$ cat src/wfpd_pkg.sv
// ----------------------------------------------------------------------------
// wfpd_pkg
// Shared types and constants of the wall-following PD steering block.
// ----------------------------------------------------------------------------
package wfpd_pkg;

	localparam int unsigned GAIN_INV_Q15 = 19898;
	localparam int unsigned SIN_PI9_Q15  = 11207;
	localparam int unsigned SPEED_FAST   = 10000;
	localparam int unsigned SPEED_CHECK  = 4000;

	// Register indexes on the configuration port.
	localparam logic [2:0] REG_PROP_GAIN  = 3'd0;
	localparam logic [2:0] REG_DIFF_GAIN  = 3'd1;
	localparam logic [2:0] REG_TARGET     = 3'd2;
	localparam logic [2:0] REG_LOOK_AHEAD = 3'd3;
	localparam logic [2:0] REG_COS_GAP    = 3'd4;
	localparam logic [2:0] REG_SIN_GAP    = 3'd5;
	localparam logic [2:0] REG_MISMATCH   = 3'd6;

	typedef struct packed {
		logic [15:0] prop_gain;
		logic [15:0] diff_gain_rate;
		logic [15:0] target_distance;
		logic [15:0] look_ahead;
		logic [14:0] cos_beam_gap;
		logic [14:0] sin_beam_gap;
		logic [15:0] mismatch_limit;
	} cfg_t;

	typedef enum logic [2:0] {
		OP_NONE,
		OP_LOAD,
		OP_PREP,
		OP_ROTATE,
		OP_SCALE,
		OP_DIST,
		OP_ERROR,
		OP_GAIN
	} op_t;

	// FINISH shares no arm with the others, so it is a separate flag.
	typedef struct packed {
		op_t  op;
		logic finish;
	} dp_cmd_t;

endpackage

$ cat src/wfpd_regs.sv
// ----------------------------------------------------------------------------
// wfpd_regs
// Configuration register file behind the APB-style port.
// ----------------------------------------------------------------------------
module wfpd_regs (
	input  logic               clk,
	input  logic               arst_n,
	input  logic               psel,
	input  logic               penable,
	input  logic               pwrite,
	input  logic [4:0]         paddr,
	input  logic [31:0]        pwdata,
	output logic [31:0]        prdata,
	output wfpd_pkg::cfg_t     cfg
);

	wfpd_pkg::cfg_t cfg_q;
	logic           wr_en;
	logic [2:0]     idx;

	assign idx   = paddr[4:2];
	assign wr_en = psel & penable & pwrite;
	assign cfg   = cfg_q;

	always_ff @(posedge clk or negedge arst_n) begin
		if (!arst_n) begin
			cfg_q.prop_gain       <= 16'd2048;
			cfg_q.diff_gain_rate  <= 16'd819;
			cfg_q.target_distance <= 16'd1000;
			cfg_q.look_ahead      <= 16'd1000;
			cfg_q.cos_beam_gap    <= 15'd21063;
			cfg_q.sin_beam_gap    <= 15'd25102;
			cfg_q.mismatch_limit  <= 16'd28;
		end else if (wr_en) begin
			unique case (idx)
				wfpd_pkg::REG_PROP_GAIN:  cfg_q.prop_gain       <= pwdata[15:0];
				wfpd_pkg::REG_DIFF_GAIN:  cfg_q.diff_gain_rate  <= pwdata[15:0];
				wfpd_pkg::REG_TARGET:     cfg_q.target_distance <= pwdata[15:0];
				wfpd_pkg::REG_LOOK_AHEAD: cfg_q.look_ahead      <= pwdata[15:0];
				wfpd_pkg::REG_COS_GAP:    cfg_q.cos_beam_gap    <= pwdata[14:0];
				wfpd_pkg::REG_SIN_GAP:    cfg_q.sin_beam_gap    <= pwdata[14:0];
				wfpd_pkg::REG_MISMATCH:   cfg_q.mismatch_limit  <= pwdata[15:0];
				default: ;
			endcase
		end
	end

	always_comb begin
		unique case (idx)
			wfpd_pkg::REG_PROP_GAIN:  prdata = {16'd0, cfg_q.prop_gain};
			wfpd_pkg::REG_DIFF_GAIN:  prdata = {16'd0, cfg_q.diff_gain_rate};
			wfpd_pkg::REG_TARGET:     prdata = {16'd0, cfg_q.target_distance};
			wfpd_pkg::REG_LOOK_AHEAD: prdata = {16'd0, cfg_q.look_ahead};
			wfpd_pkg::REG_COS_GAP:    prdata = {17'd0, cfg_q.cos_beam_gap};
			wfpd_pkg::REG_SIN_GAP:    prdata = {17'd0, cfg_q.sin_beam_gap};
			wfpd_pkg::REG_MISMATCH:   prdata = {16'd0, cfg_q.mismatch_limit};
			default:                  prdata = 32'd0;
		endcase
	end

endmodule

$ cat config.mk
export PLATFORM = sky130hd
export DESIGN_NAME = wfpd_regs
export DESIGN_NICKNAME = d
export VERILOG_FILES = /design/src/wfpd_pkg.sv /design/src/wfpd_regs.sv
export SDC_FILE = /design/constraint.sdc
export NUM_CORES = 1
export LEC_CHECK = 0
export BUFFER_PORTS_ARGS = -buffer_cell sky130_fd_sc_hd__buf_2
export CORE_ASPECT_RATIO = 0.7
export CORE_MARGIN = 2
export CORE_UTILIZATION = 54
export CTS_CLUSTER_DIAMETER = 60
export DETAILED_ROUTE_END_ITERATION = 6
export PLACE_DENSITY = 0.85
export SLEW_MARGIN = 20
export SYNTH_ARGS = -nofsm -noshare
export SYNTH_HDL_FRONTEND = slang
export SYNTH_SLANG_ARGS = --single-unit
export TNS_END_PERCENT = 20
$ cat constraint.sdc
create_clock -name clk -period 3.1 [get_ports clk]
set_input_delay 0.31 -clock clk [delete_from_list [all_inputs] [get_ports clk]]
set_output_delay 0.31 -clock clk [all_outputs]
set_load 0.02 [all_outputs]
==> metrics.yaml <==
drt:
  drc: 0
  drt.antenna.violating_nets: 0
  viasPerCell: 5.572
  num_vias: 3750
  detail_route.first_pass.iterations: 5
  drt_iter0_drc: 139
  finalWirelength_um: 13270
  wl_per_cell_um: 19.71
finish:
  largest_reg_flops: 110
  fin_nets: 582
  postLayoutCoreUtil: 0.6781
  n_antenna_cell: 0
  fillCellCount: 741
  syn_to_final_growth_pct: 23.03
  drive_above_1_share: 0.6459
cts:
  clock-root-buffer: "clkbuf_16"
  cts_sinks: 110
  cts_buffers: 9
  cts_setup_buffers: 0
  clk-insertion-delay-late_ps: 340
  path_clk_slew_ps: 70
  htree_levels: 3
  cts_resized: 0
  cts_tree: "yes"
  clock_path_buffers: 2
  ctsHoldBuffers: 0
logic_synthesis:
  ys_seq_area_frac: 0.5280
  synth_seq_cells: 110
  syn_inst: 387
  yosysWarnings: 0
  avgSynthCellArea_um2: 13.69
  synth_cell_types: 30
  netlist_area_um2: 5296
timing:
  finalHoldViolCount: 0
  fin_crit_ps: 2469
  rsz0062_at_grt: "false"
  setup_tns_ps: 0
  clock_skew_ps: 0
  finalCritPeriodShare: 0.7964
  drv_slew: 0
  setup_viol: 0
  worst_slew_pin_slew_ps: 882.0
  fmax_mhz: 405.0
  relSlewSlack: 0.4108
floorplan:
  io_pins: 184
  rows: 30
  initial_utilization: 0.5512
  die_h_um: 86.86
  core_area_um2: 9609
  dieArea_um2: 10630
  die_w_um: 122.4
power_and_ir_drop:
  vdd_drop_max_mv: 0.4528
  p_leak_nw: 3.214
  power.density_nw_per_um2: 702.2
placed_design:
  port_buffers: 149
  place_congestion: 0.8068
  hpwl_um: 9257
setup_path:
  worstPathArrival_ps: 2160
  critPathMaxFanout: 27
  cp-start-kind: "input port"
  r2r_slack_ps: 2290
  crit_type: "in -> out"
  slowest_delay_ps: 780
  cp_common_cell: "buf_2"
  cp_slowest_cell: "nor2b_1"
  crit_chain: "buf_2 -> nor2b_1 -> nand2_1 -> a31oi_1 -> buf_2"
  required_ps: 2790
  setup.worst_path.end_class: "primary output"
global_route:
  grt_pass1_vias: 3858
  antenna_found_initial: 0
  grt_pass1_wl_um: 20720
  grt_start_max_net_pins: 111
  globalRouteOverflowTotal: 0
  grt_use_total: 0.2596
run:
  maxCapViolCount: 0
run_status:
  outcome: "complete, no violations"
hold_path:
  hold_path.class: "in -> async"
## cell usage after synthesis
| library cell | count | area [um^2] |
|---|---|---|
| nand4b_4 | 1 | 23.77 |
| nand3_1 | 6 | 30.03 |
| nor3_4 | 1 | 16.27 |
| buf_4 | 21 | 157.7 |
| a21oi_1 | 1 | 5.000 |
| nand2_1 | 15 | 56.30 |
| conb_1 | 1 | 3.750 |
| buf_2 | 12 | 60.06 |
| buf_1 | 3 | 11.26 |
| mux2i_1 | 39 | 390.4 |
| a22o_1 | 8 | 70.07 |
| nor2_1 | 1 | 3.750 |
| a31oi_1 | 8 | 50.05 |
| or2_2 | 8 | 50.05 |
| dfrtp_1 | 75 | 1877 |
| nand2b_1 | 2 | 12.51 |
| nor2b_1 | 3 | 18.77 |
| o221ai_1 | 7 | 61.31 |
| nor3b_1 | 1 | 7.510 |
| nand3b_1 | 2 | 15.01 |
| mux2_2 | 118 | 1329 |
| nand4_2 | 1 | 12.51 |
| nor2_2 | 5 | 31.28 |
| o21a_1 | 6 | 45.04 |
| nor3_1 | 1 | 5.000 |
| o21ai_0 | 1 | 5.000 |
| dfstp_2 | 35 | 919.6 |
| nor3_2 | 1 | 10.01 |
| clkbuf_1 | 3 | 11.26 |
| a21o_1 | 1 | 7.510 |
## worst max-delay path: cells and delay by family
family                 cells  cell delay (ps)
buffers and inverters      2              680
AO/OA/AOI/OAI              1              230
AND/OR/NAND/NOR            2              910
## cell usage in the layout (no fill, tap or decap)
cell type     n
a21o_1        1
bufinv_16     2
a31oi_1       8
nand2_1      15
nand3b_1      2
dfstp_2      35
nor2_2        5
nand3_1       6
buf_2       148
nand4b_4      1
mux2_2      118
buf_4        15
buf_12        3
a22o_1        8
o221ai_1      7
a21oi_1       1
clkbuf_8      1
nor3_1        1
or2_2         8
nand4_2       1
mux2i_1      39
nor2b_1       3
clkinvlp_4    2
o21ai_0       1
clkinv_2      2
nand2b_1      2
conb_1       16
nor3b_1       1
nor3_4        2
clkbuf_16     9
nor2_1        1
dfrtp_1      75
o21a_1        6
## through the flow
step / setup slack, ps / hold WS [ps] / cells / area, um^2 / total power, W
after floorplan: 1226 / 14.41 / 402 / 5353 / 0.002878
after global placement: 698.7 / 422.9 / 657 / 6192 / 0.003332
after detailed placement: 636.4 / 435.0 / 657 / 6192 / 0.003385
after CTS: 630.7 / 56.00 / 673 / 6516 / 0.004618
after global routing: 527.6 / 70.62 / 673 / 6516 / 0.004814
final: 631.2 / 28.69 / 673 / 6516 / 0.004575
## path summary, 6_finish.rpt
kind	startpoint	end	cells past startpoint
min in group clk	pwdata[15]	cfg[109]$_DFFE_PN0P_	2
setup reg to reg	cfg[99]$_DFFE_PN0P_	cfg[99]$_DFFE_PN0P_	1
setup / recovery	paddr[3]	prdata[10]	5
max in group asynchronous	arst_n	cfg[71]$_DFFE_PN1P_	2
hold / removal	arst_n	cfg[15]$_DFFE_PN0P_	2
hold reg to reg	cfg[89]$_DFFE_PN0P_	cfg[89]$_DFFE_PN0P_	1
## logic make-up after synthesis
logic type	share of synthesized area
buffers and inverters	0.04536
flip-flops	0.5280
AND/OR/NAND/NOR	0.05528
multiplexers	0.3246
other	0.0007080
AO/OA/AOI/OAI	0.04607
## final cells by class
| type | count | area, um^2 | share of cell area |
|---|---|---|---|
| Clock buffer | 10 | 239.0 | 0.03667 |
| Clock inverter | 6 | 85.08 | 0.01306 |
| Multi-Input combinational cell | 253 | 2322 | 0.3564 |
| Sequential cell | 110 | 2796 | 0.4291 |
| Tap cell | 128 | 160.2 | 0.02458 |
| Timing Repair Buffer | 166 | 913.4 | 0.1402 |
## power breakdown
| part | switching, W | total, W | internal (W) |
|---|---|---|---|
| clock network | 0.000493 | 0.00122 | 0.000727 |
| logic | 0.000795 | 0.00135 | 0.000557 |
| registers | 0.000220 | 0.00200 | 0.00178 |
| total | 0.00151 | 0.00458 | 0.00307 |
## routing by layer
layer	GRT usage	share of wire	up-vias
li1	-	-	1681
met1	0.3432	0.43	1904
met2	0.4182	0.48	149
met3	0.07657	0.084	16
met4	0.07941	0.010	0
met5	0	0	-
No activity file was read; power rests on OpenSTA's default activity.
