[config.mk]
export PLATFORM = sky130hd
export DESIGN_NAME = wfpd_ctrl
export DESIGN_NICKNAME = d
export VERILOG_FILES = /design/src/wfpd_pkg.sv /design/src/wfpd_ctrl.sv
export SDC_FILE = /design/constraint.sdc
export NUM_CORES = 1
export LEC_CHECK = 0
export ABC_AREA = 1
export BUFFER_PORTS_ARGS = -buffer_cell sky130_fd_sc_hd__buf_2
export CAP_MARGIN = 30
export CORE_MARGIN = 5
export CORE_UTILIZATION = 30
export DETAILED_ROUTE_END_ITERATION = 12
export GPL_ROUTABILITY_DRIVEN = 0
export SLEW_MARGIN = 0
export SYNTH_ARGS = -nofsm -noshare
export SYNTH_HDL_FRONTEND = slang
export SYNTH_SLANG_ARGS = --single-unit
[constraint.sdc]
create_clock -name clk -period 0.95 [get_ports clk]
set_input_delay 0.0475 -clock clk [delete_from_list [all_inputs] [get_ports clk]]
set_output_delay 0.0475 -clock clk [all_outputs]
set_load 0.03 [all_outputs]
[src/wfpd_pkg.sv]
// ----------------------------------------------------------------------------
// wfpd_pkg
// Shared types and constants of the wall-following PD steering block.
// ----------------------------------------------------------------------------
package wfpd_pkg;

	localparam int unsigned GAIN_INV_Q15 = 19898;
	localparam int unsigned SIN_PI9_Q15  = 11207;
	localparam int unsigned SPEED_FAST   = 10000;
	localparam int unsigned SPEED_CHECK  = 4000;

	// Register indexes on the configuration port.
	localparam logic [2:0] REG_PROP_GAIN  = 3'd0;
	localparam logic [2:0] REG_DIFF_GAIN  = 3'd1;
	localparam logic [2:0] REG_TARGET     = 3'd2;
	localparam logic [2:0] REG_LOOK_AHEAD = 3'd3;
	localparam logic [2:0] REG_COS_GAP    = 3'd4;
	localparam logic [2:0] REG_SIN_GAP    = 3'd5;
	localparam logic [2:0] REG_MISMATCH   = 3'd6;

	typedef struct packed {
		logic [15:0] prop_gain;
		logic [15:0] diff_gain_rate;
		logic [15:0] target_distance;
		logic [15:0] look_ahead;
		logic [14:0] cos_beam_gap;
		logic [14:0] sin_beam_gap;
		logic [15:0] mismatch_limit;
	} cfg_t;

	typedef enum logic [2:0] {
		OP_NONE,
		OP_LOAD,
		OP_PREP,
		OP_ROTATE,
		OP_SCALE,
		OP_DIST,
		OP_ERROR,
		OP_GAIN
	} op_t;

	// FINISH shares no arm with the others, so it is a separate flag.
	typedef struct packed {
		op_t  op;
		logic finish;
	} dp_cmd_t;

endpackage

[src/wfpd_ctrl.sv]
// ----------------------------------------------------------------------------
// wfpd_ctrl
// Sequencer: steps the datapath through one item and owns both handshakes.
// ----------------------------------------------------------------------------
module wfpd_ctrl #(
	parameter int CORDIC_STEPS = 16,
	parameter int IW = 4
) (
	input  logic                clk,
	input  logic                arst_n,
	input  logic                s_tvalid,
	output logic                s_tready,
	output logic                m_tvalid,
	input  logic                m_tready,
	output wfpd_pkg::dp_cmd_t   cmd,
	output logic [IW-1:0]       step
);

	typedef enum logic [2:0] {
		ST_IDLE, ST_PREP, ST_ROT, ST_SCALE, ST_DIST, ST_ERR, ST_GAIN, ST_FIN
	} state_t;

	state_t        state_q;
	logic [IW-1:0] cnt_q;
	logic          valid_q;
	logic          out_free;

	assign out_free = !valid_q || m_tready;
	assign s_tready = (state_q == ST_IDLE);
	assign m_tvalid = valid_q;
	assign step     = cnt_q;

	always_comb begin
		cmd.finish = 1'b0;
		unique case (state_q)
			ST_IDLE:  cmd.op = s_tvalid ? wfpd_pkg::OP_LOAD : wfpd_pkg::OP_NONE;
			ST_PREP:  cmd.op = wfpd_pkg::OP_PREP;
			ST_ROT:   cmd.op = wfpd_pkg::OP_ROTATE;
			ST_SCALE: cmd.op = wfpd_pkg::OP_SCALE;
			ST_DIST:  cmd.op = wfpd_pkg::OP_DIST;
			ST_ERR:   cmd.op = wfpd_pkg::OP_ERROR;
			ST_GAIN:  cmd.op = wfpd_pkg::OP_GAIN;
			ST_FIN: begin
				cmd.op     = wfpd_pkg::OP_NONE;
				cmd.finish = out_free;
			end
			default:  cmd.op = wfpd_pkg::OP_NONE;
		endcase
	end

	always_ff @(posedge clk or negedge arst_n) begin
		if (!arst_n) begin
			state_q <= ST_IDLE;
			cnt_q   <= '0;
			valid_q <= 1'b0;
		end else begin
			// A new result may replace one that leaves at the same edge.
			if (state_q == ST_FIN && out_free) begin
				valid_q <= 1'b1;
			end else if (m_tready) begin
				valid_q <= 1'b0;
			end
			unique case (state_q)
				ST_IDLE: begin
					cnt_q <= '0;
					if (s_tvalid) begin
						state_q <= ST_PREP;
					end
				end
				ST_PREP:  state_q <= ST_ROT;
				ST_ROT: begin
					cnt_q <= cnt_q + 1'b1;
					if (cnt_q == IW'(CORDIC_STEPS - 1)) begin
						state_q <= ST_SCALE;
					end
				end
				ST_SCALE: state_q <= ST_DIST;
				ST_DIST:  state_q <= ST_ERR;
				ST_ERR:   state_q <= ST_GAIN;
				ST_GAIN:  state_q <= ST_FIN;
				ST_FIN: begin
					if (out_free) begin
						state_q <= ST_IDLE;
					end
				end
				default:  state_q <= ST_IDLE;
			endcase
		end
	end

endmodule

==> results of run 1 <==
## layer usage
metal,up-vias,track usage (%),share of wire [%]
met5,-,0,0
met4,0,4.839,0.77
met3,2,7.519,7.4
met2,14,24.60,54
met1,248,12.64,38
li1,248,-,-
## worst max-delay path: stages, from the launching register on
cell and delay, ps:
dfrtp_2 460, nand2_2 120, nor2_4 40, inv_2 90, nand2_2 70, inv_2 50
buf_6 120
## cell usage after synthesis (all sizes together)
master	count
nand2	16
nand3	6
o21ai	4
ha	1
and2	1
xnor2	1
inv	9
a21oi	2
nor2	7
nor3b	1
dfrtp	8
nand4	1
## cell usage in the layout, fill, tap and decap left out, types with 2 or more instances in the layout
cell type	count
nand3_1	3
nand2_1	6
nor2_2	2
dfrtp_2	5
clkbuf_4	3
buf_6	15
buf_2	4
nand2_4	3
inv_1	2
o21ai_1	2
nand2_2	7
inv_2	7
nand3_4	2
nor2_4	4
dlygate4sd3_1	2
buf_4	8
dfrtp_1	3
## worst max-delay path by stage
stage,slack [ps],depth (start not counted),startpoint,to
CTS,-280,4,state_q[1],s_tready
global route,-360,6,state_q[1],cmd[3]
floorplan,-120,5,step[1],state_q[1]
finish,-310,6,state_q[1],cmd[3]
global placement,-120,5,state_q[1],state_q[0]
detailed placement,-140,6,state_q[1],step[0]
## stage by stage
stage	setup TNS, ps	power (mW)	cells	hold WS, ps	area [um2]
2_1_floorplan	-348.3	1.514	57	-248.1	465.4
5_1_grt	-2896	3.741	106	131.1	899.6
3_5_place_dp	-902.9	1.987	91	-94.35	594.3
6_report	-2272	3.499	106	107.2	899.6
3_3_place_gp	-800.2	1.973	91	-97.38	594.3
4_1_cts	-2016	2.993	105	111.5	775.7
## kinds of logic after synthesis
logic type / Yosys count / synth area share [%]
buffers and inverters: 9 / 7.964
AOI/OAI and AO/OA: 6 / 7.080
and+or+nand+nor: 32 / 32.75
DFF: 8 / 47.20
adders and majority gates: 1 / 2.949
xor gates and xnor gates: 1 / 2.065
## sequential cells by signal (all words and copies together) (netlist names)
| name | flops |
|---|---|
| step | 4 |
| state_q | 3 |
| m_tvalid | 1 |
## repair_timing
item / in CTS / in global routing
buffers inserted: 10 / 2
endpoints found under the hold margin: 9 / 0
gates resized for setup: 28 / 34
setup endpoints to repair: 13 / 16
hold buffers: 2 / 0
pin swaps: 6 / 9
## final cells by class
class                           instances  area [um2]
Timing Repair Buffer                   30       289.0
Multi-Input combinational cell         40       325.3
Inverter                                9       33.78
Tap cell                               15       18.77
Clock buffer                            4       26.28
Sequential cell                         8       206.4
Fill cell                             103       417.9
## power groups by stage
stage	clock (mW)	sequential [mW]	combinational (mW)
after floorplan	0	0.745	0.770
after global placement	0	0.638	1.33
after detailed placement	0	0.640	1.35
after CTS	0.305	0.646	2.04
after global routing	0.329	0.709	2.70
final	0.300	0.695	2.50
==> results.sh, run 1 <==
export IMPL_yosys_warnings=0
export IMPL_seq_area_frac_synth_pct=47.20
export IMPL_slew_limit_headroom_pct=83.23
export IMPL_synth_cells=57
export IMPL_netlist_area_um2=424.2
export IMPL_start_util_pct=32.19
export IMPL_yosys_top_cells_area="dfrtp_1, nand2_1, inv_1"
export IMPL_clk_latency_ps=270
export IMPL_place_ws_ps=-140.9
export IMPL_cp_end_kind="output pin"
export IMPL_comb_power_share_pct=71.5
export IMPL_avgSynthCellArea_um2=7.441
export IMPL_synth_cell_types=13
export IMPL_cts_tree="built"
export IMPL_worstMarginPinSlew_ps=251.3
export IMPL_min_path_cells=4
export IMPL_rsz0062_at_grt="yes"
export IMPL_synth_top_area_cell="dfrtp_1"
export IMPL_antenna_cells=0
export IMPL_utilization_pct=68.28
export IMPL_period_share_pct=132.5
export IMPL_pin_count=14
export IMPL_clock_path_buffers=2
export IMPL_drtIter0Drc=4
export IMPL_clkPwrFrac_pct=8.6
export IMPL_max_freq_mhz=794.2
export IMPL_core_mm2=0.001318
export IMPL_drc=0
export IMPL_timing_rr_end="state_q[2]"
export IMPL_hold_path_class="input port to register"
export IMPL_synthToLayoutAreaGrowth_pct=112.1
export IMPL_cts_made_buffers=3
export IMPL_setup_viol=12
export IMPL_ys_ff_latch=8
export IMPL_fin_ws_ps=-309.1
export IMPL_internal_power_mw=1.897
export IMPL_grt_max_degree=9
export IMPL_switchingPower_mw=1.602
export IMPL_power_frac_seq_pct=19.9
export IMPL_drv_cap=0
export IMPL_min_period_ps=1259
export IMPL_grt_pass1_wl_um=2042
export IMPL_hold_start="m_tready"
export IMPL_cts_sinks=8
export IMPL_p_leak_nw=0.4290
export IMPL_die_h_um=47.60
export IMPL_reg2reg_from="state_q[1]"
export IMPL_p_sw_share_pct=45.79
export IMPL_grt_pass1_vias=503
export IMPL_critical_path_arrival_ps=1210
export IMPL_grt_use_total_pct=13.52
export IMPL_h_tree_depth=1
export IMPL_wl_per_cell_um=12.31
export IMPL_vdd_drop_max_mv=2.361
export IMPL_vias=512
export IMPL_drtPass1Iterations=2
export IMPL_min_delay_worst_endpoint="state_q[2]"
export IMPL_worstSetupStartpointType="register"
export IMPL_ff2ff_setup_slack_ps=-260
export IMPL_layout_nets=97
export IMPL_violations="setup timing"
export IMPL_p_per_area_mw_per_mm2=3889
export IMPL_grt_overflow_total=0
export IMPL_yosys_area_top_type_share_pct=47.20
export IMPL_syn_num_nets=62
export IMPL_fin_worst_skew_ps=6.463
export IMPL_cp_required_ps=900
export IMPL_antenna_found_initial=0
export IMPL_slew_violations=0
export IMPL_avgViaCountPerCell=4.830
export IMPL_die_x_um=47.60
export IMPL_portBuffers=13
export IMPL_finalHoldViolCount=0
export IMPL_status="complete, but fails checks"
export IMPL_reg2reg_depth=8
export IMPL_dpl_hpwl_um=782.6
export IMPL_drive_gt1_share_pct=72.53
export IMPL_routed_wl_um=1305
export IMPL_root_buffer="clkbuf_4"
export IMPL_cp_max_fo=4
export IMPL_crit_type="register to output pin"
export IMPL_drtAntennaViolNets=0
export IMPL_rows=13
export IMPL_clk_pin_slew_ps=60
export IMPL_die_area_mm2=0.002266
(Power assumes the default switching activity.)
==> inputs of run 2 (changes only) <==
--- a/config.mk
+++ b/config.mk
@@ -8,10 +8,13 @@
 export ABC_AREA = 1
 export BUFFER_PORTS_ARGS = -buffer_cell sky130_fd_sc_hd__buf_2
 export CAP_MARGIN = 30
+export CELL_PAD_IN_SITES_DETAIL_PLACEMENT = 0
+export CELL_PAD_IN_SITES_GLOBAL_PLACEMENT = 1
 export CORE_MARGIN = 5
-export CORE_UTILIZATION = 30
+export CORE_UTILIZATION = 28
 export DETAILED_ROUTE_END_ITERATION = 12
 export GPL_ROUTABILITY_DRIVEN = 0
+export PLACE_DENSITY_LB_ADDON = 0.1
 export SLEW_MARGIN = 0
 export SYNTH_ARGS = -nofsm -noshare
 export SYNTH_HDL_FRONTEND = slang
==> results.sh, run 2 (same netlist as run 1, synthesis figures left out) <==
export IMPL_status="complete, but fails checks"
export IMPL_violations="setup timing"
export IMPL_cp_end_kind="output pin"
export IMPL_die_x_um=48.92
export IMPL_reg2reg_from="state_q[1]"
export IMPL_slew_violations=0
export IMPL_switchingPower_mw=1.571
export IMPL_grt_use_total_pct=11.28
export IMPL_die_area_mm2=0.002393
export IMPL_largest_reg_flops=4
export IMPL_hold_path_class="input port to register"
export IMPL_drc=0
export IMPL_comb_power_share_pct=72.9
export IMPL_worstMarginPinSlew_ps=288.4
export IMPL_p_sw_share_pct=44.56
export IMPL_hold_start="m_tready"
export IMPL_min_delay_worst_endpoint="state_q[0]"
export IMPL_p_leak_nw=0.4541
export IMPL_synthToLayoutAreaGrowth_pct=116.8
export IMPL_internal_power_mw=1.955
export IMPL_root_buffer="clkbuf_4"
export IMPL_start_util_pct=28.83
export IMPL_dpl_hpwl_um=792.7
export IMPL_grt_overflow_total=0
export IMPL_final_cell_mix="buf_6, buf_4, nand2_2"
export IMPL_antenna_found_initial=0
export IMPL_drive_gt1_share_pct=76.04
export IMPL_fin_ws_ps=-284.0
export IMPL_power_frac_seq_pct=19.1
export IMPL_layout_commonest_cell="buf_6"
export IMPL_slew_limit_headroom_pct=80.70
export IMPL_setup_viol=13
export IMPL_wl_per_cell_um=11.83
export IMPL_reg2reg_depth=8
export IMPL_rows=14
export IMPL_portBuffers=13
export IMPL_clkPwrFrac_pct=7.9
export IMPL_max_freq_mhz=810.4
export IMPL_dp_cells=94
export IMPL_layout_nets=102
export IMPL_clk_pin_slew_ps=50
export IMPL_period_share_pct=129.9
export IMPL_rsz0062_at_grt="yes"
export IMPL_antenna_cells=0
export IMPL_drtPass1Iterations=3
export IMPL_cts_made_buffers=3
export IMPL_worstSetupStartpointType="register"
export IMPL_layoutNonFillerInstCount=112
export IMPL_cts_sinks=8
export IMPL_timing_rr_end="state_q[2]"
export IMPL_place_ws_ps=-132.5
export IMPL_critical_path_arrival_ps=1190
export IMPL_fin_worst_skew_ps=8.622
export IMPL_clock_path_buffers=2
export IMPL_p_per_area_mw_per_mm2=3835
export IMPL_clk_latency_ps=250
export IMPL_min_path_cells=4
export IMPL_drtAntennaViolNets=0
export IMPL_drv_cap=0
export IMPL_cp_max_fo=4
export IMPL_grt_pass1_wl_um=2042
export IMPL_avgViaCountPerCell=4.580
export IMPL_h_tree_depth=1
export IMPL_finalHoldViolCount=0
export IMPL_core_mm2=0.001471
export IMPL_ff2ff_setup_slack_ps=-210
export IMPL_pin_count=14
export IMPL_drtIter0Drc=1
export IMPL_cp_required_ps=900
export IMPL_routed_wl_um=1325
export IMPL_die_h_um=48.92
export IMPL_crit_type="register to output pin"
export IMPL_vias=513
export IMPL_total_power_mw=3.526
export IMPL_vdd_drop_max_mv=2.677
export IMPL_min_period_ps=1234
export IMPL_cts_tree="built"
export IMPL_grt_pass1_vias=500
export IMPL_grt_max_degree=9
run 2: worst max-delay path by stage:
stage                from    endpoint  slack, ps  depth (start not counted)
2_1_floorplan     step[1]  state_q[1]       -120                          5
5_1_grt        state_q[1]      cmd[1]       -330                          4
6_report       state_q[1]      cmd[1]       -280                          4
4_1_cts        state_q[1]      cmd[0]       -290                          5
3_3_place_gp   state_q[1]     step[0]       -120                          6
3_5_place_dp   state_q[1]     step[0]       -130                          6
run 2: repair_timing:
action                                  in CTS  in global routing
resized for setup                           33                 26
hold endpoints to repair                     9                  0
hold buffers                                 2                  0
endpoints found under the setup margin      15                 16
pin swaps                                    4                  8
setup buffers                               10                  5
run 2: layer usage:
layer	routed length, um	track usage [%]	share of wire (%)
met3	54	6.116	4.1
met4	12	4.036	0.91
met2	755	18.91	57
met5	0	0	0
met1	503	11.78	38
run 2: power groups by stage:
stage	clock network [mW]	logic [mW]	registers [mW]
6_report	0.280	2.57	0.674
5_1_grt	0.308	2.75	0.698
4_1_cts	0.300	2.16	0.651
3_5_place_dp	0	1.40	0.636
3_3_place_gp	0	1.41	0.638
2_1_floorplan	0	0.770	0.745
run 2: final cells by class:
type,instances,area [um2]
Fill cell,136,551.8
Tap cell,16,20.02
Timing Repair Buffer,35,317.8
Inverter,9,33.78
Clock buffer,4,26.28
Sequential cell,8,207.7
Multi-Input combinational cell,40,314.1
run 2: metrics by stage:
stage	utilization [%]	hold WS (ps)	setup TNS, ps	instance area, um2
after floorplan	-	-248.1	-348.3	465.4
after global placement	41.50	-96.68	-713.3	610.6
after detailed placement	41.50	-96.47	-798.6	610.6
after CTS	55.78	154.7	-2502	820.8
after global routing	62.50	158.0	-2947	919.6
final	62.50	131.9	-2143	919.6
run 2: critical path, stage by stage (launching register included):
cell	delay, ps
dfrtp_2	450
nor2_2	180
buf_4	140
a21oi_2	50
buf_6	130
==> inputs of run 3 (changes only) <==
--- a/config.mk
+++ b/config.mk
@@ -11,7 +11,8 @@
 export CELL_PAD_IN_SITES_DETAIL_PLACEMENT = 0
 export CELL_PAD_IN_SITES_GLOBAL_PLACEMENT = 1
 export CORE_MARGIN = 5
-export CORE_UTILIZATION = 28
+export CORE_UTILIZATION = 30
+export CTS_BUF_LIST = sky130_fd_sc_hd__clkbuf_8
 export DETAILED_ROUTE_END_ITERATION = 12
 export GPL_ROUTABILITY_DRIVEN = 0
 export PLACE_DENSITY_LB_ADDON = 0.1
==> results.sh, run 3 (same netlist as run 1, synthesis figures left out) <==
export IMPL_cp_max_fo=5
export IMPL_die_x_um=47.60
export IMPL_worstSetupStartpointType="register"
export IMPL_wl_per_cell_um=11.79
export IMPL_cp_end_kind="output pin"
export IMPL_cts_sinks=8
export IMPL_min_delay_worst_endpoint="m_tvalid"
export IMPL_num_fill_cells=109
export IMPL_critical_path_arrival_ps=1120
export IMPL_core_mm2=0.001318
export IMPL_min_path_cells=2
export IMPL_cp_required_ps=900
export IMPL_max_freq_mhz=854.9
export IMPL_grt_pass1_wl_um=2028
export IMPL_antenna_cells=0
export IMPL_layoutNonFillerInstCount=107
export IMPL_grt_max_degree=9
export IMPL_start_util_pct=32.19
export IMPL_status="complete, but fails checks"
export IMPL_grt_use_total_pct=14.00
export IMPL_largest_reg_flops=4
export IMPL_drv_cap=0
export IMPL_p_leak_nw=0.4290
export IMPL_rsz0062_at_grt="yes"
export IMPL_drive_gt1_share_pct=68.48
export IMPL_grt_pass1_vias=478
export IMPL_clk_latency_ps=240
export IMPL_cts_tree="built"
export IMPL_p_per_area_mw_per_mm2=3903
export IMPL_die_area_mm2=0.002266
export IMPL_fin_worst_skew_ps=8.463
export IMPL_layout_nets=98
export IMPL_period_share_pct=123.1
export IMPL_fin_setup_tns_ps=-2097
export IMPL_hold_path_class="input port to register"
export IMPL_rows=13
export IMPL_switchingPower_mw=1.497
export IMPL_fin_ws_ps=-219.8
export IMPL_grt_overflow_total=0
export IMPL_internal_power_mw=1.877
export IMPL_final_cell_mix="buf_6, nand2_1, buf_4"
export IMPL_hold_start="m_tready"
export IMPL_slew_violations=0
export IMPL_routed_wl_um=1262
export IMPL_crit_type="register to output pin"
export IMPL_clk_pin_slew_ps=40
export IMPL_drtAntennaViolNets=0
export IMPL_violations="setup timing"
export IMPL_register_area_um2=206.4
export IMPL_p_sw_share_pct=44.37
export IMPL_worstMarginPinSlew_ps=196.9
export IMPL_avgViaCountPerCell=4.682
export IMPL_place_ws_ps=-152.1
export IMPL_drc=0
export IMPL_ff2ff_setup_slack_ps=-180
export IMPL_slew_limit_headroom_pct=86.87
export IMPL_timing_rr_end="step[2]"
export IMPL_root_buffer="clkbuf_8"
export IMPL_pin_count=14
export IMPL_vias=501
export IMPL_finalHoldViolCount=0
export IMPL_power_frac_seq_pct=20.5
export IMPL_synthToLayoutAreaGrowth_pct=103.8
export IMPL_reg2reg_from="state_q[1]"
export IMPL_comb_power_share_pct=66.4
export IMPL_drtIter0Drc=10
export IMPL_antenna_found_initial=0
export IMPL_portBuffers=13
export IMPL_die_h_um=47.60
export IMPL_dpl_hpwl_um=844.3
export IMPL_h_tree_depth=1
export IMPL_vdd_drop_max_mv=1.926
export IMPL_layout_commonest_cell="buf_6"
export IMPL_multi_input_area_um2=287.8
export IMPL_drtPass1Iterations=4
export IMPL_clkPwrFrac_pct=13.1
export IMPL_setup_viol=13
export IMPL_reg2reg_depth=7
export IMPL_min_period_ps=1170
export IMPL_clock_path_buffers=2
export IMPL_cts_made_buffers=3
export IMPL_dp_cells=93
[run 3: area by class of cell]
cell class | count | area share [%]
Multi-Input combinational cell | 40 | 33.29
Inverter | 9 | 3.907
Clock buffer | 3 | 4.776
Clock inverter | 1 | 0.4342
Tap cell | 15 | 2.171
Timing Repair Buffer | 31 | 31.55
Sequential cell | 8 | 23.88
[run 3: worst max-delay path, cell delays in order, from the launching register on]
cell	delay (ps)
dfrtp_2	440
nand2_4	70
nor2_4	90
inv_2	50
nand2_2	70
inv_2	40
buf_6	130
[run 3: through the flow]
step | area (um2) | hold WS, ps | total power [mW] | util [%]
finish | 864.6 | 12.77 | 3.374 | 65.62
global route | 864.6 | 31.78 | 3.611 | 65.62
CTS | 814.5 | 17.03 | 3.183 | 61.82
detailed placement | 609.3 | -93.32 | 2.039 | 46.25
global placement | 609.3 | -99.66 | 2.023 | 46.25
floorplan | 465.4 | -248.1 | 1.514 | -
[run 3: timing repair]
item	CTS	global route
resized for setup	38	7
hold buffers	1	0
endpoints found under the hold margin	8	0
pin swaps	7	4
endpoints found under the setup margin	14	14
buffers inserted	6	3
[run 3: power by group through the flow]
| stage | clock [mW] | combinational, mW | sequential [mW] |
|---|---|---|---|
| after floorplan | 0 | 0.770 | 0.745 |
| after global placement | 0 | 1.39 | 0.635 |
| after detailed placement | 0 | 1.40 | 0.637 |
| after CTS | 0.456 | 2.05 | 0.672 |
| after global routing | 0.474 | 2.42 | 0.712 |
| final | 0.442 | 2.24 | 0.693 |
[run 3: how the worst max path moves through the flow]
stage | start | slack (ps) | depth (start not counted) | to
after floorplan | step[1] | -120 | 5 | state_q[1]
after global placement | state_q[1] | -130 | 6 | step[0]
after detailed placement | state_q[1] | -150 | 6 | step[2]
after CTS | state_q[1] | -260 | 5 | cmd[0]
after global routing | state_q[0] | -270 | 4 | cmd[2]
final | state_q[1] | -220 | 6 | cmd[3]
[run 3: layer usage]
layer | share of wire [%] | GRT usage (%)
met1 | 38 | 14.29
met5 | 0 | 0
met3 | 6.7 | 6.015
met4 | 3.3 | 11.29
met2 | 52 | 22.19
